<file path="src/hdl/lzssd_pkg.sv">
// Shared types and constants for the LZSS stream decoder.
`default_nettype none
package lzssd_pkg;

    localparam int WINDOW_SIZE = 4096;
    localparam int MAX_MATCH   = 18;
    localparam int RING_AW     = $clog2(WINDOW_SIZE);
    localparam int LEN_W       = 5;
    localparam int QUEUE_DEPTH = 2;
    localparam int QUEUE_AW    = $clog2(QUEUE_DEPTH);

    localparam logic [RING_AW-1:0] INIT_POS  = RING_AW'(WINDOW_SIZE - MAX_MATCH);
    localparam logic [7:0]         FILL_BYTE = 8'h20;
    localparam logic [7:0]         ZERO_BYTE = 8'h00;

    typedef enum logic {
        CMD_LITERAL,
        CMD_PAIR
    } t_cmd_kind;

    typedef struct packed {
        t_cmd_kind          kind;
        logic [7:0]         lit;
        logic [RING_AW-1:0] pos;
        logic [LEN_W-1:0]   len;
    } t_cmd;

endpackage
`default_nettype wire

</file>
<file path="src/hdl/lzssd_front.sv">
// Front end: flag tracking and token parsing into literal and pair requests.
`default_nettype none
module lzssd_front import lzssd_pkg::*; #(
    parameter int MIN_MATCH_BIAS = 2
) (
    input  wire logic       i_clk,
    input  wire logic       i_rst_n,
    input  wire logic       i_valid,
    input  wire logic [7:0] i_byte,
    input  wire logic       i_full,
    output logic            o_push,
    output t_cmd            o_cmd
);

    localparam logic [LEN_W-1:0] LEN_ADD = LEN_W'(MIN_MATCH_BIAS + 1);
    localparam logic [LEN_W-1:0] LEN_MAX = LEN_W'(MAX_MATCH);

    logic [7:0]       r_flag_shift, n_flag_shift;
    logic [3:0]       r_flags_left, n_flags_left;
    logic             r_pair_pending, n_pair_pending;
    logic [7:0]       r_pair_low, n_pair_low;
    logic             accept;
    logic [LEN_W-1:0] len_sum;

    assign accept  = i_valid && !i_full;
    assign len_sum = LEN_W'(i_byte[3:0]) + LEN_ADD;

    always_ff @(posedge i_clk) begin
        if (!i_rst_n) begin
            r_flag_shift   <= '0;
            r_flags_left   <= '0;
            r_pair_pending <= 1'b0;
            r_pair_low     <= '0;
        end else begin
            r_flag_shift   <= n_flag_shift;
            r_flags_left   <= n_flags_left;
            r_pair_pending <= n_pair_pending;
            r_pair_low     <= n_pair_low;
        end
    end

    always_comb begin
        n_flag_shift   = r_flag_shift;
        n_flags_left   = r_flags_left;
        n_pair_pending = r_pair_pending;
        n_pair_low     = r_pair_low;
        o_push         = 1'b0;
        o_cmd.kind     = CMD_LITERAL;
        o_cmd.lit      = i_byte;
        o_cmd.pos      = {i_byte[7:4], r_pair_low};
        o_cmd.len      = (len_sum > LEN_MAX) ? LEN_MAX : len_sum;
        if (accept) begin
            if (r_flags_left == 4'd0) begin
                n_flag_shift = i_byte;
                n_flags_left = 4'd8;
            end else if (r_pair_pending) begin
                o_push         = 1'b1;
                o_cmd.kind     = CMD_PAIR;
                n_pair_pending = 1'b0;
                n_flag_shift   = {1'b0, r_flag_shift[7:1]};
                n_flags_left   = r_flags_left - 4'd1;
            end else if (r_flag_shift[0]) begin
                o_push       = 1'b1;
                n_flag_shift = {1'b0, r_flag_shift[7:1]};
                n_flags_left = r_flags_left - 4'd1;
            end else begin
                n_pair_low     = i_byte;
                n_pair_pending = 1'b1;
            end
        end
    end

endmodule
`default_nettype wire

</file>
<file path="config.mk">
export PLATFORM = sky130hd
export DESIGN_NAME = lzssd_front
export DESIGN_NICKNAME = d
export VERILOG_FILES = /design/src/hdl/lzssd_pkg.sv /design/src/hdl/lzssd_front.sv
export SDC_FILE = /design/constraint.sdc
export NUM_CORES = 1
export LEC_CHECK = 0
export BUFFER_PORTS_ARGS = -buffer_cell sky130_fd_sc_hd__buf_2
export CAP_MARGIN = 40
export CELL_PAD_IN_SITES_DETAIL_PLACEMENT = 1
export CELL_PAD_IN_SITES_GLOBAL_PLACEMENT = 1
export CORE_ASPECT_RATIO = 0.6
export CORE_UTILIZATION = 30
export CTS_CLUSTER_DIAMETER = 50
export DETAILED_ROUTE_END_ITERATION = 7
export GPL_ROUTABILITY_DRIVEN = 0
export PLACE_DENSITY_LB_ADDON = 0.3
export SLEW_MARGIN = 40
export SYNTH_ARGS = -nofsm -noshare
export SYNTH_HDL_FRONTEND = slang
export SYNTH_SLANG_ARGS = --single-unit
</file>
<file path="constraint.sdc">
create_clock -name i_clk -period 1.45 [get_ports i_clk]
set_clock_uncertainty 0.1 [all_clocks]
set_input_delay 0.0725 -clock i_clk [delete_from_list [all_inputs] [get_ports i_clk]]
set_output_delay 0.0725 -clock i_clk [all_outputs]
set_load 0.005 [all_outputs]
</file>
# ---- Yosys cells after proc, flatten, opt, wreduce, memory -nomap -nowiden
# Cells that the tools add are included.
dict set report classes {
  add_sub_neg 2
  magnitude_cmp 1
  n_mux 16
  n_bitwise 3
  n_reduce_logical 7
}
# op n
set ops {}
lappend ops {{two-way mux 8 bit} 3}
lappend ops {{two-way mux 4 bit} 3}
lappend ops {{two-way mux 1 bit} 9}
lappend ops {{adder 4 x 2 -> 5 bit, second input constant} 1}
lappend ops {{> comparator 5 bit, second input constant} 1}
lappend ops {{two-way mux 5 bit} 1}
lappend ops {{zero test 4 bit} 1}
lappend ops {{AND reduction 2 bit} 2}
lappend ops {{AND reduction 4 bit} 1}
lappend ops {{subtractor 4 x 1 -> 4 bit, second input constant} 1}
lappend ops {{inverter 1 bit} 3}
lappend ops {{nonzero test 3 bit} 1}
lappend ops {{logical AND 1 bit} 1}
lappend ops {{zero test 1 bit} 1}
dict set report totals {
  register_bits 21
  input_bits 12
  output_inout_bits 27
  word_cells 34
}

# ---- Depth between registers and ports, before layout
dict set report logic_depth {
  ltp_word 4
  depth_mapped 6
  mapped_depth_nobuf 5
}

# ---- Worst setup path after synthesis
# Ideal clock, no wire load.
dict set report synth_path {
  kind {reg-to-reg}
  startpoint {register r_flags_left[0]}
  endpoint {register r_flag_shift[1]}
  setup_ps 116
  arrival_time_ps 1380
  required_time_ps 1234
  slack_ps -146
  path_stages_with_launch 7
  path_buffers 2
  cell_sequence {dfxtp_1 -> buf_6 -> or4_4 -> buf_6 -> nor2_2 -> o21ai_1 -> o211a_1}
}
dict set report synth_between {
  elab_chain_cells 3
  word_cells_on_any_way 4
  cone_classes {1 x mux; 3 x reduce/logical}
}
# element line
set synth_lines {}
lappend synth_lines {{from (decl)} lzssd_front.sv:19} ;# logic [3:0] r_flags_left, n_flags_left;
lappend synth_lines {{from (signal assigned)} lzssd_front.sv:36} ;# r_flags_left <= n_flags_left;
lappend synth_lines {{zero test 4 bit *} lzssd_front.sv:53} ;# if (r_flags_left == 4'd0) begin
lappend synth_lines {{nonzero test 3 bit (no source line)} n/a}
lappend synth_lines {{AND reduction 2 bit (no source line)} n/a}
lappend synth_lines {{to (signal assigned)} lzssd_front.sv:35} ;# r_flag_shift <= n_flag_shift;
lappend synth_lines {{to (decl)} lzssd_front.sv:18} ;# logic [7:0] r_flag_shift, n_flag_shift;
# Every way passes the cells marked *; elsewhere a longest branch is shown, timed or not.
# A chain may end at the register's enable or synchronous reset.

# ---- Worst setup path in the final report
dict set report layout_path {
  startpoint {register r_flags_left[2]}
  endpoint {register r_flag_shift[6]}
}
# Same word-level chain as after synthesis.

==> impl_metrics.env <==
export IMPL_layout_drive_gt1_share_pct=42.6
export IMPL_ir_drop_mv=0.420
export IMPL_finalPower_w=0.00131
export IMPL_grt_pass1_wl_mm=5.62
export IMPL_cp_max_fo=13
export IMPL_clk_latency_ns=0.26
export IMPL_worstMarginPinSlew_ns=0.325
export IMPL_cp_required_ns=1.51
export IMPL_clock_path_buffers=2
export IMPL_worstPathCellList="or4_4 -> buf_12 -> nor2_1 -> o21ai_1 -> o211a_1"
export IMPL_synthFlopType="dfxtp_1"
export IMPL_routed_wl_mm=3.58
export IMPL_antenna_found_initial=0
export IMPL_nFillCells=456
export IMPL_rrSetupSlack_ns=-0.17
export IMPL_fp_dieH_um=50.6
export IMPL_cts_htree_levels=1
export IMPL_overflow=0
export IMPL_r2r_end="r_flag_shift[6]$_SDFFE_PN0P_"
export IMPL_max_slew_margin_rel_pct=78.1
export IMPL_cts_tree="built"
export IMPL_areaGrowthSynthToFinish_pct=27.4
export IMPL_synth_edf_count=0
export IMPL_die_width_um=83.0
export IMPL_dpl_worst_slack_ns=-0.130
export IMPL_drc=0
export IMPL_slowest_stage="or4_4"
export IMPL_synth_seq_cells=21
export IMPL_drv_cap=0
export IMPL_grt_use_total_pct=17.2
export IMPL_ys_seq_area_share_pct=35.6
export IMPL_antennaDiodeCount=0
export IMPL_rr_startpoint="r_flags_left[2]$_SDFFE_PN0P_"
export IMPL_drt_iter0_markers=22
export IMPL_path_buf_inv=1
export IMPL_io_buffers=38
export IMPL_yosys_warnings=0
export IMPL_ant_nets=0
export IMPL_violations="negative setup slack"
export IMPL_whs_endpoint="r_pair_low[0]$_SDFFE_PN0P_"
export IMPL_syn_area_sq_um=1180
export IMPL_p_leak_nw=0.695
export IMPL_min_period_ns=1.62
export IMPL_clk_pin_slew_ns=0.08
export IMPL_finalCritPeriodShare_pct=112
export IMPL_min_path_type="input pin to flop"
export IMPL_hold_viol=0
export IMPL_critical_path_top_delay_family="simple AND/OR/NAND/NOR gates"
export IMPL_cp_start_kind="flop"
export IMPL_grt_setup_unrepaired="yes"
export IMPL_arrival_ns=1.68
export IMPL_tns_ns=-2.05
export IMPL_crit_type="flop to flop"
export IMPL_maxSlewViolCount=0
export IMPL_finalNetCount=191
export IMPL_dr_total_vias=1158
export IMPL_vias_per_cell=5.19
export IMPL_endpoint_kind="flop"
export IMPL_finalSetupViolations=21
export IMPL_dieArea_sq_um=4200
export IMPL_holdWs_ns=0.00437
export IMPL_syn_nets=150
export IMPL_num_rows=17
export IMPL_cts_root_buf="clkbuf_8"
export IMPL_grt_max_degree=18
export IMPL_p_per_area_nw_per_um2=869
export IMPL_utilization_pct=40.4
export IMPL_hpwl_mm=2.39
export IMPL_fmax_mhz=616
export IMPL_core_sq_um=3720
export IMPL_grt_pass1_vias=1155
export IMPL_first_pass_iters=4
export IMPL_ys_types=35
export IMPL_cp_slowest_stage_delay_ns=0.55
export IMPL_synth_cells=136
export IMPL_holdCritStartpoint="i_byte[0]"
export IMPL_async_reset_ff_share_pct=0
export IMPL_cts_sinks=21
export IMPL_hold_depth=3
export IMPL_initial_utilization_pct=31.7
export IMPL_pin_count=39
export IMPL_wl_per_cell_um=16.1
export IMPL_avgSynthCellArea_sq_um=8.68
export IMPL_cts_made_buffers=3
export IMPL_reg2reg_depth=5
export IMPL_status="finished with violations"
export IMPL_setup_slack_ns=-0.173
[layout make-up]
class / count / area [sq um] / area share, %
multi-input combinational: 93 / 616 / 41.0
sequential: 21 / 424 / 28.2
inverter: 3 / 11.3 / 0.749
clock buffer: 4 / 45.0 / 3.00
timing repair buffer: 55 / 348 / 23.1
tap: 47 / 58.8 / 3.91
[kinds of logic (layout without fill, tap and decap cells)]
kind of cell / after synthesis / in the layout / synth area share, %
buf+inv: 23 / 62 / 14.1
compound gates: 40 / 40 / 23.4
fa+ha+maj: 2 / 2 / 2.12
xor+xnor: 1 / 1 / 0.742
simple gates: 49 / 50 / 24.0
flops: 21 / 21 / 35.6
[synth_stat cells, types with 2 or more instances]
cell | count | area share [%]
dfxtp_1 | 21 | 36
buf_4 | 15 | 9.5
o21ai_0 | 14 | 5.9
nand2_1 | 11 | 3.5
nand3_1 | 9 | 3.8
nor3_1 | 7 | 3.0
o21ai_1 | 7 | 3.0
nor2_2 | 6 | 3.2
o211a_1 | 6 | 5.1
nor2_1 | 5 | 1.6
a21oi_1 | 3 | 1.3
buf_6 | 3 | 2.9
inv_1 | 3 | 0.95
a21boi_0 | 2 | 1.3
a21oi_2 | 2 | 1.5
and3_1 | 2 | 1.1
ha_1 | 2 | 2.1
[routing by layer]
layer / up-vias / part of all wire (%) / global-route usage (%)
met5: - / 0 / 0
met4: 0 / 1.3 / 3.45
met3: 6 / 5.2 / 5.10
met2: 33 / 48 / 31.1
met1: 567 / 45 / 20.4
li1: 552 / - / -
[sequential cells by signal (all words and copies together), names as in the netlist]
register and flops:
r_flags_left 4, r_flag_shift 8, r_pair_pending 1, r_pair_low 8
[what timing repair did]
action,CTS,global route
gates resized for setup,5,2
buffers inserted,2,1
pin swaps,2,2
setup endpoints to repair,20,23
hold buffers,3,0
gates cloned,0,1
hold endpoints to repair,3,0
[cell usage in the layout (no fill, tap or decap), drive strengths merged, types with 3 or more instances in the layout]
cell | synthesis | final
buf | 19 | 52
dfxtp | 21 | 21
o21ai | 21 | 21
nand2 | 11 | 11
nand3 | 10 | 11
nor2 | 11 | 11
nor3 | 7 | 7
o211a | 6 | 6
a21oi | 6 | 6
clkbuf | 1 | 4
inv | 3 | 3
dlygate4sd3 | 0 | 3
a21boi | 3 | 3
[how the worst max path moves through the flow]
stage                                       startpoint                            to  slack, ns  cells after the start
after floorplan           r_flags_left[3]$_SDFFE_PN0P_  r_flag_shift[1]$_SDFFE_PN0P_      -0.08                      5
after global placement    r_flags_left[3]$_SDFFE_PN0P_  r_flag_shift[7]$_SDFFE_PN0P_       -0.1                      3
after detailed placement  r_flags_left[3]$_SDFFE_PN0P_    r_pair_low[6]$_SDFFE_PN0P_      -0.13                      4
after CTS                 r_flags_left[2]$_SDFFE_PN0P_    r_pair_low[6]$_SDFFE_PN0P_      -0.15                      5
after global routing      r_flags_left[2]$_SDFFE_PN0P_  r_flag_shift[6]$_SDFFE_PN0P_      -0.22                      5
final                     r_flags_left[2]$_SDFFE_PN0P_  r_flag_shift[6]$_SDFFE_PN0P_      -0.17                      5
[report_power, final]
group	total (W)	internal (W)	leakage [nW]	switching (W)
Combinational	0.000302	0.000136	0.500	0.000166
Clock	0.000386	0.000196	0.0228	0.000190
Sequential	0.000618	0.000603	0.172	0.0000157
[through the flow]
stage | instances | instance area, sq um
after floorplan | 136 | 1180
after detailed placement | 212 | 1360
final | 223 | 1500
after CTS | 221 | 1480
after global placement | 212 | 1360
after global routing | 223 | 1500
[worst reg2reg max path, delay by kind of cell, from the launching register on]
family	cells	cell delay, ns
simple gates	2	0.68
flops	1	0.33
compound gates	2	0.24
buf+inv	1	0.18
No activity file was read; power rests on OpenSTA's default activity.
