### src/hdl/lzssd_pkg.sv
// Shared types and constants for the LZSS stream decoder.
`default_nettype none
package lzssd_pkg;

    localparam int WINDOW_SIZE = 4096;
    localparam int MAX_MATCH   = 18;
    localparam int RING_AW     = $clog2(WINDOW_SIZE);
    localparam int LEN_W       = 5;
    localparam int QUEUE_DEPTH = 2;
    localparam int QUEUE_AW    = $clog2(QUEUE_DEPTH);

    localparam logic [RING_AW-1:0] INIT_POS  = RING_AW'(WINDOW_SIZE - MAX_MATCH);
    localparam logic [7:0]         FILL_BYTE = 8'h20;
    localparam logic [7:0]         ZERO_BYTE = 8'h00;

    typedef enum logic {
        CMD_LITERAL,
        CMD_PAIR
    } t_cmd_kind;

    typedef struct packed {
        t_cmd_kind          kind;
        logic [7:0]         lit;
        logic [RING_AW-1:0] pos;
        logic [LEN_W-1:0]   len;
    } t_cmd;

endpackage
`default_nettype wire

### src/hdl/lzssd_queue.sv
// Short request queue between the parser and the copy engine.
`default_nettype none
module lzssd_queue import lzssd_pkg::*; (
    input  wire logic i_clk,
    input  wire logic i_rst_n,
    input  wire logic i_push,
    input  wire t_cmd i_cmd,
    input  wire logic i_pop,
    output logic      o_full,
    output logic      o_valid,
    output t_cmd      o_cmd
);

    t_cmd                r_mem [QUEUE_DEPTH];
    logic [QUEUE_AW-1:0] r_wr_ptr;
    logic [QUEUE_AW-1:0] r_rd_ptr;
    logic [QUEUE_AW:0]   r_count;

    assign o_full  = (r_count == (QUEUE_AW + 1)'(QUEUE_DEPTH));
    assign o_valid = (r_count != '0);
    assign o_cmd   = r_mem[r_rd_ptr];

    always_ff @(posedge i_clk) begin
        if (i_push) begin
            r_mem[r_wr_ptr] <= i_cmd;
        end
    end

    always_ff @(posedge i_clk) begin
        if (!i_rst_n) begin
            r_wr_ptr <= '0;
            r_rd_ptr <= '0;
            r_count  <= '0;
        end else begin
            if (i_push) begin
                r_wr_ptr <= r_wr_ptr + 1'b1;
            end
            if (i_pop) begin
                r_rd_ptr <= r_rd_ptr + 1'b1;
            end
            case ({i_push, i_pop})
                2'b10:   r_count <= r_count + 1'b1;
                2'b01:   r_count <= r_count - 1'b1;
                default: r_count <= r_count;
            endcase
        end
    end

    a_no_overflow: assert property (@(posedge i_clk) disable iff (!i_rst_n)
        !(i_push && o_full && !i_pop))
        else $error("request pushed into a full queue");

    a_no_underflow: assert property (@(posedge i_clk) disable iff (!i_rst_n)
        i_pop |-> o_valid)
        else $error("request popped from an empty queue");

endmodule
`default_nettype wire

### config.mk
export PLATFORM = sky130hd
export DESIGN_NAME = lzssd_queue
export DESIGN_NICKNAME = d
export VERILOG_FILES = /design/src/hdl/lzssd_pkg.sv /design/src/hdl/lzssd_queue.sv
export SDC_FILE = /design/constraint.sdc
export NUM_CORES = 1
export LEC_CHECK = 0
export BUFFER_PORTS_ARGS = -buffer_cell sky130_fd_sc_hd__buf_2
export CAP_MARGIN = 20
export CORE_ASPECT_RATIO = 0.8
export CORE_MARGIN = 2
export CORE_UTILIZATION = 32
export CTS_BUF_LIST = sky130_fd_sc_hd__clkbuf_8
export CTS_CLUSTER_DIAMETER = 100
export CTS_CLUSTER_SIZE = 20
export DETAILED_ROUTE_END_ITERATION = 12
export GPL_ROUTABILITY_DRIVEN = 0
export GPL_TIMING_DRIVEN = 0
export SYNTH_ARGS = -nofsm -noshare
export SYNTH_HDL_FRONTEND = slang
export SYNTH_SLANG_ARGS = --single-unit
### constraint.sdc
create_clock -name i_clk -period 2.7 [get_ports i_clk]
set_input_delay 0.405 -clock i_clk [delete_from_list [all_inputs] [get_ports i_clk]]
set_output_delay 0.405 -clock i_clk [all_outputs]
set_load 0.005 [all_outputs]
# Yosys cells after proc, flatten, opt, wreduce, memory -nomap -nowiden
# Memory sizes are Yosys's and may differ from the RTL's. A register that Yosys moved wholly into a read port is not among the register bits.
# Index checks and enable logic that the tools add are counted.
# W data, S select, Z words.
[op_classes]
n_mul = 0
n_mux = 5
eq_ne = 3
shifts = 0
div_mod_pow = 0
n_reduce_logical = 2
add_sub_neg = 4
magnitude_cmp = 0
n_bitwise = 0
[ops]
columns = ["cell", "n"]
rows = [
  ["$eq A2 B2 Y1 const B", 2],
  ["$mux W1", 4],
  ["$pmux W2 S2", 1],
  ["$reduce_bool A2 Y1", 2],
  ["$add A1 B1 Y1 const B", 2],
  ["$add A2 B1 Y2 const B", 1],
  ["$eq A2 B1 Y1 const B", 1],
  ["$sub A2 B1 Y2 const B", 1],
]
[word_totals]
register_bits = 4
in_bits = 30
mem_count = 1
output_inout_bits = 28
mem_bits_ro = 0
ramBits = 52
wordCells = 18
latch_bits = 0
[mem_list]
columns = ["memory", "depth", "word_bits", "rd", "rd_clocked_by_memory_dff", "wr", "line_no", "text"]
rows = [
  ["r_mem", 2, 26, 1, 1, 1, "lzssd_queue.sv:14", "t_cmd r_mem [QUEUE_DEPTH];"],
]

# Logic depth before layout (Yosys ltp)
# Gate-level depths: netlist (run 1).
[depth]
depth_word = 3
depth_mapped = 5
ltp_nobuf = 5

# Worst setup path after synthesis (run 1)
# No wires, ideal clock.
[synth_path]
path_type = "input-to-reg"
startpoint = "in i_push"
endpoint = "mem r_mem[0][0] in the netlist's numbering, enable pin"
stages = 2
setup_time_ns = 0.411
arrival_time_ns = 1.589
required_ns = 2.289
slack_ns = 0.700
path_cell_list = "inv_1 -> nor2_1"
[synth_via]
elab_chain_len = 2
[synth_lines]
columns = ["element", "line_no", "text"]
rows = [
  ["start, declared", "lzssd_queue.sv:6", "input wire logic i_push,"],
  ["$mux W1", "lzssd_queue.sv:24", "if (i_push) begin"],
  ["$mux W1 (not written as such)", "lzssd_queue.sv:25", "r_mem[r_wr_ptr] <= i_cmd;"],
  ["end, declared", "lzssd_queue.sv:14", ""],
]
# Every way passes these cells.

==> run_results.csv, run 1 <==
group,metric,value,unit
layout,layout_commonest_cell,"buf_2",
sta,max_slew_margin,51.43,%
worst_setup_path,rrSetupSlack,1.23,ns
layout,layout.nets,204,
floorplanning,core_area,6344,sq um
power_and_ir_drop,switching_power,0.0004115,W
yosys,synthCells,103,
sta,setup_viol,0,
sta,slew_violations,0,
route,wl_per_cell,13.79,um
yosys,synth_cell_type_count,17,
sta,period_needed,2.017,ns
clock_tree,hold_buffers,0,
route,remaining_drc_errors,0,
clock_tree,cts_buffers,9,
clock_tree,cts_setup_buffers,0,
yosys,syn_area,2088,sq um
worst_setup_path,r2r_end,"r_mem[1][2]",
worst_setup_path,critical_path_class,"flop to primary output",
outcome,status,"completed",
yosys,synth_top_area_cell,"edfxtp_1",
power_and_ir_drop,power_frac_comb,9.5,%
power_and_ir_drop,p_seq_share,50.5,%
yosys,syn-num-nets,134,
layout,drive_gt1_share,58.99,%
sta,finalSetupTns,0,ns
floorplanning,die_x,94.32,um
floorplanning,start_util,32.92,%
grt,grt_usage,10.84,%
hold_path,min_path_cells,1,
power_and_ir_drop,p_int,0.001633,W
sta,rsz0062_at_grt,"no",
clock_tree,path_clk_slew,0.06,ns
sta,skew,0.004596,ns
route,dr.pass1.iters,3,
yosys,yosysTopAreaCellShare,74.78,%
grt,grt_max_degree,16,
worst_setup_path,cp.arrival,1.61,ns
worst_setup_path,critPathCaptureType,"primary output",
job,drv_cap,0,
route,ant_nets,0,
clock_tree,clk_path_buf_depth,2,
worst_setup_path,r2r_cells,2,
grt,grt_pass1_vias,1231,
yosys,synth_seq_cells,57,
floorplanning,die_h,76.26,um
floorplanning,placementRows,26,
route,num_vias,1115,
route,vias_per_cell,4.256,
yosys,syn_area_per_cell,20.27,sq um
clock_tree,cts_resized,0,
route,wirelength,3612,um
hold_path,hold_class,"input port to flop",
floorplanning,die_area,7192,sq um
power_and_ir_drop,power_density,751.5,nW/um^2
hold_path,hold_end,"r_mem[1][9]",
power_and_ir_drop,power_leakage,1.040,nW
yosys,ys_warn_count,0,
clock_tree,cts_sinks,57,
power_and_ir_drop,max-vdd-ir-drop,304.8,uV
clock_tree,cts_root_buffer,"clkbuf_8",
floorplanning,io-pin-count,58,
layout,syn_to_final_growth,30.26,%
grt,antenna_found_initial,0,
layout,antennaDiodeCount,0,
sta,hold_viol_final,0,
sta,worst_pin_slew,0.7278,ns
clock_tree,cts_tree,"yes",
clock_tree,clock_latency,0.32,ns
power_and_ir_drop,netSwitchingFraction,20.13,%
worst_setup_path,cp.required,2.30,ns
route,drt_iter0_drc,27,
place,io_buffers,57,
worst_setup_path,critPathLaunchType,"flop",
place,place_inst,246,
sta,finalCritPeriodShare,74.70,%
layout,fin_cells,262,
grt,grt_pass1_wl,5671,um
grt,grt_overflow,0,
yosys,ys_top_cells_by_area,"edfxtp_1 (75%), mux2_2 (14%), dfxtp_1 (4.8%), and2_1 (1.2%), xnor2_1 (0.84%)",
worst_setup_path,r2r_start,"r_wr_ptr",
layout,most-common-layout-cells,"buf_2 (60), edfxtp_1 (52), mux2_2 (26), clkbuf_8 (9), dfxtp_1 (5)",
hold_path,holdCritStartpoint,"i_cmd[9]",
worst_setup_path,crit_fanout,10,
yosys,yosysSeqAreaShare,79.57,%
clock_tree,htreeDepth,3,
power_and_ir_drop,clkPwrFrac,40.0,%
sta,fmax,495.8,MHz
place,dp_hpwl,2550,um
[Yosys cell counts]
| master | instances |
|---|---|
| xor2_1 | 1 |
| or3_1 | 1 |
| edfxtp_1 | 52 |
| or2_2 | 1 |
| a21boi_1 | 1 |
| dfxtp_1 | 5 |
| nor2_1 | 1 |
| xnor2_1 | 2 |
| ha_1 | 1 |
| o21a_1 | 1 |
| o21ai_0 | 1 |
| nor2b_1 | 1 |
| inv_1 | 1 |
| and2b_2 | 1 |
| mux2_2 | 26 |
| buf_2 | 3 |
| and2_1 | 4 |
[per-layer routing]
| metal | GRT usage [%] | routed length (um) |
|---|---|---|
| met1 | 11.20 | 1452 |
| met2 | 17.93 | 1851 |
| met3 | 5.143 | 213 |
| met4 | 6.087 | 94 |
| met5 | 0 | 0 |
[through the flow]
step | setup slack (ns) | power, W | utilization (%) | hold WS, ns | instance area (sq um)
finish | 0.6830 | 0.002044 | 42.88 | 0.2699 | 2720
global route | 0.5693 | 0.002141 | 42.88 | 0.2406 | 2720
detailed placement | 0.9554 | 0.001249 | 39.59 | 0.5078 | 2511
floorplan | 0.7000 | 0.001152 | - | 0.4612 | 2088
global placement | 0.03221 | 0.001233 | 39.07 | 0.4724 | 2479
CTS | 0.6098 | 0.002088 | 42.88 | 0.2422 | 2720
[worst max path at each step]
stage	endpoint	slack, ns	cells after the start
finish	o_cmd[10]	0.68	4
global route	o_cmd[20]	0.57	4
CTS	o_cmd[10]	0.61	4
detailed placement	r_mem[0][1]	0.96	4
global placement	r_mem[0][1]	0.03	3
floorplan	r_mem[0][0]	0.70	2
[cell type report]
class / instances / area (sq um)
Multi-Input combinational cell: 42 / 410.4
Buffer: 3 / 15.01
Sequential cell: 57 / 1662
Clock buffer: 9 / 123.9
Timing Repair Buffer: 59 / 315.3
Tap cell: 84 / 105.1
Clock inverter: 7 / 85.08
Inverter: 1 / 3.754
Fill cell: 605 / 3623
[critical path, stage by stage, from the launching register on]
cell,delay [ns]
dfxtp_1,0.30
buf_2,0.20
buf_2,0.29
mux2_2,0.37
buf_2,0.13
[power groups by stage]
stage	combinational (W)	sequential, W	clock, W
floorplan	0.000105	0.00105	0
global placement	0.000185	0.00105	0
detailed placement	0.000198	0.00105	0
CTS	0.000200	0.00103	0.000856
global route	0.000214	0.00104	0.000891
finish	0.000194	0.00103	0.000818
[registers in the layout, summed over array words and instances (netlist names), named ones only]
signal / cells
r_rd_ptr: 1
r_mem: 52
r_count: 2
r_wr_ptr: 1
[kinds of logic (layout without fill, tap and decap cells)]
group | after synthesis | count (layout) | share of synthesized area (%)
compound gates | 3 | 3 | 0.9587
fa+ha+maj | 1 | 1 | 0.5991
simple gates | 9 | 9 | 2.697
mux | 26 | 26 | 14.02
xor+xnor | 3 | 3 | 1.258
buf+inv | 4 | 79 | 0.8984
flops | 57 | 57 | 79.57
No activity file was read; power rests on OpenSTA's default activity.
==> inputs of run 2 (changes only) <==
--- a/config.mk
+++ b/config.mk
@@ -5,6 +5,7 @@
 export SDC_FILE = /design/constraint.sdc
 export NUM_CORES = 1
 export LEC_CHECK = 0
+export ABC_AREA = 1
 export BUFFER_PORTS_ARGS = -buffer_cell sky130_fd_sc_hd__buf_2
 export CAP_MARGIN = 20
 export CORE_ASPECT_RATIO = 0.8
==> constraint.sdc (replaced) <==
create_clock -name i_clk -period 2.1 [get_ports i_clk]
set_input_delay 0.315 -clock i_clk [delete_from_list [all_inputs] [get_ports i_clk]]
set_output_delay 0.315 -clock i_clk [all_outputs]
set_load 0.005 [all_outputs]
==> run_results.csv, run 2 <==
group,metric,value,unit
clock_tree,cts_resized,0,
yosys,ys_async_sr_fraction,0,%
sta,hold_viol_final,0,
layout,layout.nets,217,
clock_tree,clk_path_buf_depth,2,
place,dp_hpwl,2424,um
place,io_buffers,57,
sta,max_slew_margin,53.24,%
power_and_ir_drop,p_seq_share,52.9,%
layout,reg_top3,"r_mem: 52 flops, r_count: 2 flops",
place,pre_cts_ws,0.4072,ns
clock_tree,cts_tree,"yes",
clock_tree,cts_sinks,57,
yosys,syn-num-nets,147,
sta,skew,0.002964,ns
sta,finalCritPeriodShare,81.54,%
yosys,synth_ff_type,"edfxtp_1",
route,wl_per_cell,12.77,um
yosys,synth_cell_type_count,13,
power_and_ir_drop,clkPwrFrac,36.4,%
power_and_ir_drop,power_density,884.2,nW/um^2
yosys,synthCells,116,
floorplanning,io-pin-count,58,
sta,fmax,584.0,MHz
power_and_ir_drop,power_frac_comb,10.8,%
power_and_ir_drop,power_leakage,1.161,nW
yosys,ys_warn_count,0,
grt,grt_pass1_wl,5699,um
yosys,syn_area_per_cell,19.03,sq um
place,place_inst,261,
worst_setup_path,r2r_start,"r_wr_ptr",
grt,grt_usage,10.25,%
worst_setup_path,path_buf_inv,3,
yosys,ys_top_cells_by_area,"edfxtp_1 (71%), mux2_4 (14%), dfxtp_1 (4.5%), mux2_2 (3.1%), nor2_1 (1.9%)",
yosys,syn_area,2207,sq um
power_and_ir_drop,max-vdd-ir-drop,226.1,uV
layout,most-common-layout-cells,"buf_2 (57), edfxtp_1 (52), mux2_4 (20), nor2_1 (10)",
sta,whs,0.1805,ns
worst_setup_path,cp_slowest_cell,"dfxtp_1",
sta,setup_viol,0,
layout,drive_gt1_share,53.16,%
power_and_ir_drop,p_int,0.001984,W
grt,antenna_found_initial,0,
sta,worst_pin_slew,0.7007,ns
worst_setup_path,cp_top_family,"buffers and inverters",
floorplanning,die_area,7581,sq um
layout,layout_commonest_cell,"buf_2",
layout,fin_cells,277,
route,wirelength,3538,um
yosys,synth_seq_cells,57,
clock_tree,hold_buffers,0,
route,remaining_drc_errors,0,
job,drv_cap,0,
worst_setup_path,critPathLaunchType,"flop",
sta,slew_violations,0,
floorplanning,start_util,32.50,%
grt,grt_overflow,0,
clock_tree,htreeDepth,3,
clock_tree,path_clk_slew,0.06,ns
clock_tree,cts_buffers,9,
worst_setup_path,cp.arrival,1.40,ns
power_and_ir_drop,netSwitchingFraction,20.83,%
sta,setup_ws,0.3878,ns
worst_setup_path,crit_fanout,10,
yosys,synthTopCellsByCount,"edfxtp_1 (52), mux2_4 (20), nor2_1 (11)",
worst_setup_path,critPathCaptureType,"primary output",
worst_setup_path,crit_path_max_incr_delay,0.32,ns
worst_setup_path,critical_path_class,"flop to primary output",
clock_tree,clock_latency,0.32,ns
yosys,yosysSeqAreaShare,75.28,%
layout,top_register,"r_mem",
layout,antennaDiodeCount,0,
yosys,synth_edf_count,52,
grt,grt_max_degree,27,
floorplanning,die_h,78.28,um
worst_setup_path,cp.required,1.78,ns
worst_setup_path,crit_path_cell_trace,"buf_6 -> buf_12 -> mux2_4 -> buf_2",
route,num_vias,1145,
grt,grt_pass1_vias,1153,
hold_path,hold_class,"input port to flop",
outcome,status,"completed",
clock_tree,cts_setup_buffers,0,
layout,largest_reg_flops,52,
floorplanning,core_area,6790,sq um
sta,period_needed,1.712,ns
yosys,synth_top_area_cell,"edfxtp_1",
hold_path,holdCritStartpoint,"i_cmd[22]",
route,dr.pass1.iters,4,
power_and_ir_drop,switching_power,0.0005219,W
floorplanning,die_x,96.85,um
clock_tree,cts_root_buffer,"clkbuf_8",
route,ant_nets,0,
yosys,yosysMostFrequentCell,"edfxtp_1",
layout,syn_to_final_growth,28.40,%
route,drt_iter0_drc,49,
floorplanning,placementRows,27,
yosys,yosysTopAreaCellShare,70.75,%
sta,rsz0062_at_grt,"no",
route,vias_per_cell,4.134,
## run 2: changes by cell type after synthesis, moves of 2 or more
cell / delta
and2_1: -4
buf_12: +2
buf_2: -3
inv_1: +5
mux2_2: -20
mux2_4: +20
nand2_1: +9
nor2_1: +10
xnor2_1: -2
## run 2: area by class of cell
class	instances	area, sq um
inverter	6	22.52
fill	631	3956
clock inverter	6	51.30
tap	87	108.9
multi-input combinational	50	474.2
timing repair buffer	59	340.3
sequential	57	1662
clock buffer	9	123.9
buffer	3	51.30
## run 2: worst paths after layout
kind                            cells past startpoint  slack, ns            to
worst max register to register                      2       0.68   r_mem[0][2]
worst max-delay path                                4       0.39     o_cmd[22]
worst min-delay path                                1       0.18  r_mem[0][22]
worst min register to register                      2       0.50      r_rd_ptr
## run 2: cell families after synthesis
kind of cell	after synthesis	share of synthesized area (%)
adders and majority gates	1	0.5668
buffers and inverters	9	3.345
AOI/OAI and AO/OA	2	0.4531
DFF	57	75.28
and+or+nand+nor	21	3.685
muxes	26	16.67
## run 2: worst register-to-register path, delay by kind of cell (launching register included)
family / cells / cell delay [ns]
and+or+nand+nor: 1 / 0.56
DFF: 1 / 0.33
buffers and inverters: 1 / 0.23
## run 2: through the flow
step	area (sq um)	total power (W)	util, %	TNS (ns)
3_5_place_dp	2631	0.001619	38.75	0
5_1_grt	2834	0.002634	41.74	0
2_1_floorplan	2207	0.001500	-	0
6_report	2834	0.002506	41.74	0
4_1_cts	2806	0.002544	41.33	0
3_3_place_gp	2601	0.001607	38.31	-14.84
## run 2: power by group through the flow
| stage | Combinational, W | Clock, W | Sequential [W] |
|---|---|---|---|
| after CTS | 0.000270 | 0.000948 | 0.00133 |
| after global placement | 0.000257 | 0 | 0.00135 |
| after global routing | 0.000296 | 0.00101 | 0.00133 |
| final | 0.000270 | 0.000911 | 0.00133 |
| after floorplan | 0.000154 | 0 | 0.00135 |
| after detailed placement | 0.000269 | 0 | 0.00135 |
## run 2: per-layer routing
metal / routed length (um) / GRT usage, % / part of all wire (%) / vias up
li1: - / - / - / 567
met1: 1552 / 11.94 / 44 / 527
met2: 1673 / 15.56 / 47 / 42
met3: 212 / 3.562 / 6.0 / 9
met4: 99 / 8.028 / 2.8 / 0
met5: 0 / 0 / 0 / -
==> inputs of run 3 (changes only) <==
==> constraint.sdc (replaced) <==
create_clock -name i_clk -period 1.8 [get_ports i_clk]
set_input_delay 0.27 -clock i_clk [delete_from_list [all_inputs] [get_ports i_clk]]
set_output_delay 0.27 -clock i_clk [all_outputs]
set_load 0.005 [all_outputs]
==> run_results.csv, run 3 (synthesis results as in run 2) <==
group,metric,value,unit
layout,top_register,"r_mem",
sta,skew,0.002645,ns
power_and_ir_drop,total_power,0.002789,W
clock_tree,cts_setup_buffers,0,
hold_path,hold_end,"r_mem[0][6]",
clock_tree,path_clk_slew,0.06,ns
floorplanning,die_area,7581,sq um
route,num_vias,1154,
sta,setup_ws,0.1466,ns
layout,reg_top3,"r_mem: 52 flops, r_count: 2 flops",
floorplanning,die_x,96.85,um
clock_tree,clock_latency,0.32,ns
place,io_buffers,57,
layout,multiInputGateArea,474.2,sq um
clock_tree,cts_root_buffer,"clkbuf_8",
sta,finalCritPeriodShare,91.86,%
power_and_ir_drop,power_leakage,1.150,nW
route,wirelength,3629,um
sta,setup_viol,0,
grt,grt_usage,10.16,%
grt,grt_pass1_vias,1183,
worst_setup_path,crit_path_cell_trace,"buf_6 -> buf_12 -> mux2_4 -> buf_2",
clock_tree,cts_buffers,9,
sta,hold_viol_final,0,
worst_setup_path,rrSetupSlack,0.40,ns
layout,layout.nets,217,
hold_path,min_path_cells,1,
worst_setup_path,critical_path_class,"flop to primary output",
route,vias_per_cell,4.166,
sta,max_slew_margin,56.17,%
worst_setup_path,critPathCaptureType,"primary output",
clock_tree,htreeDepth,3,
layout,layout_commonest_cell,"buf_2",
worst_setup_path,cp_slowest_cell,"dfxtp_1",
worst_setup_path,crit_fanout,10,
worst_setup_path,r2r_cells,2,
layout,syn_to_final_growth,27.38,%
place,pre_cts_ws,0.1359,ns
place,place_area,2631,sq um
layout,finalCoreUtilization,41.40,%
outcome,status,"completed",
floorplanning,core_area,6790,sq um
worst_setup_path,cp.required,1.53,ns
grt,antenna_found_initial,0,
layout,antennaDiodeCount,0,
worst_setup_path,cp.depth,4,
job,drv_cap,0,
route,drt_iter0_drc,21,
floorplanning,io-pin-count,58,
grt,grt_pass1_wl,5747,um
clock_tree,cts_tree,"yes",
clock_tree,cts_sinks,57,
layout,register_area,1662,sq um
hold_path,holdCritStartpoint,"i_cmd[6]",
sta,finalSetupTns,0,ns
route,wl_per_cell,13.10,um
clock_tree,clk_path_buf_depth,2,
worst_setup_path,r2r_end,"r_mem[0][23]",
clock_tree,cts_resized,0,
power_and_ir_drop,power_density,991.9,nW/um^2
grt,grt_max_degree,27,
worst_setup_path,cp.arrival,1.38,ns
hold_path,hold_class,"input port to flop",
worst_setup_path,crit_path_max_incr_delay,0.32,ns
route,dr.pass1.iters,4,
sta,fmax,604.8,MHz
worst_setup_path,r2r_start,"r_wr_ptr",
layout,most-common-layout-cells,"buf_2 (57), edfxtp_1 (52), mux2_4 (20), nor2_1 (10)",
route,ant_nets,0,
floorplanning,placementRows,27,
floorplanning,start_util,32.50,%
sta,slew_violations,0,
route,remaining_drc_errors,0,
power_and_ir_drop,max-vdd-ir-drop,277.2,uV
place,dp_hpwl,2475,um
layout,drive_gt1_share,53.16,%
sta,period_needed,1.653,ns
layout,final_area,2811,sq um
layout,largest_reg_flops,52,
grt,grt_overflow,0,
floorplanning,die_h,78.28,um
worst_setup_path,path_buf_inv,3,
worst_setup_path,cp_top_family,"buffers and inverters",
layout,nFillCells,625,
sta,rsz0062_at_grt,"no",
clock_tree,hold_buffers,0,
sta,worst_pin_slew,0.6567,ns
worst_setup_path,critPathLaunchType,"flop",
## run 3: stage by stage
stage / hold slack [ns] / instances
after floorplan: 0.3689 / 116
after global placement: 0.4588 / 260
after detailed placement: 0.4622 / 261
after CTS: 0.1180 / 276
after global routing: 0.1168 / 277
final: 0.1340 / 277
## run 3: per-layer routing
metal	GRT usage [%]	vias up	share of wire, %
met5	0	-	0
met4	7.606	0	2.2
met3	3.206	8	5.3
met2	16.11	38	49
met1	11.59	541	44
li1	-	567	-
## run 3: final cells by class
cell class / instances / area share [%]
Buffer: 3 / 1.825
Clock buffer: 9 / 4.406
Clock inverter: 6 / 1.024
Inverter: 6 / 0.8011
Multi-Input combinational cell: 50 / 16.87
Sequential cell: 57 / 59.10
Tap cell: 87 / 3.872
Timing Repair Buffer: 59 / 12.10
## run 3: worst max-delay path by stage
| stage | to | from |
|---|---|---|
| floorplan | r_mem[0][0] | r_wr_ptr |
| global placement | r_mem[0][0] | i_push |
| detailed placement | r_mem[1][6] | i_push |
| CTS | o_cmd[19] | flop |
| global route | o_cmd[19] | flop |
| finish | o_cmd[21] | flop |
## run 3: report_power, final
part | leakage (nW) | switching, W | internal, W
combinational | 0.536 | 0.000138 | 0.000178
sequential | 0.530 | 0.0000204 | 0.00153
clock | 0.0849 | 0.000457 | 0.000470
total | 1.15 | 0.000615 | 0.00217
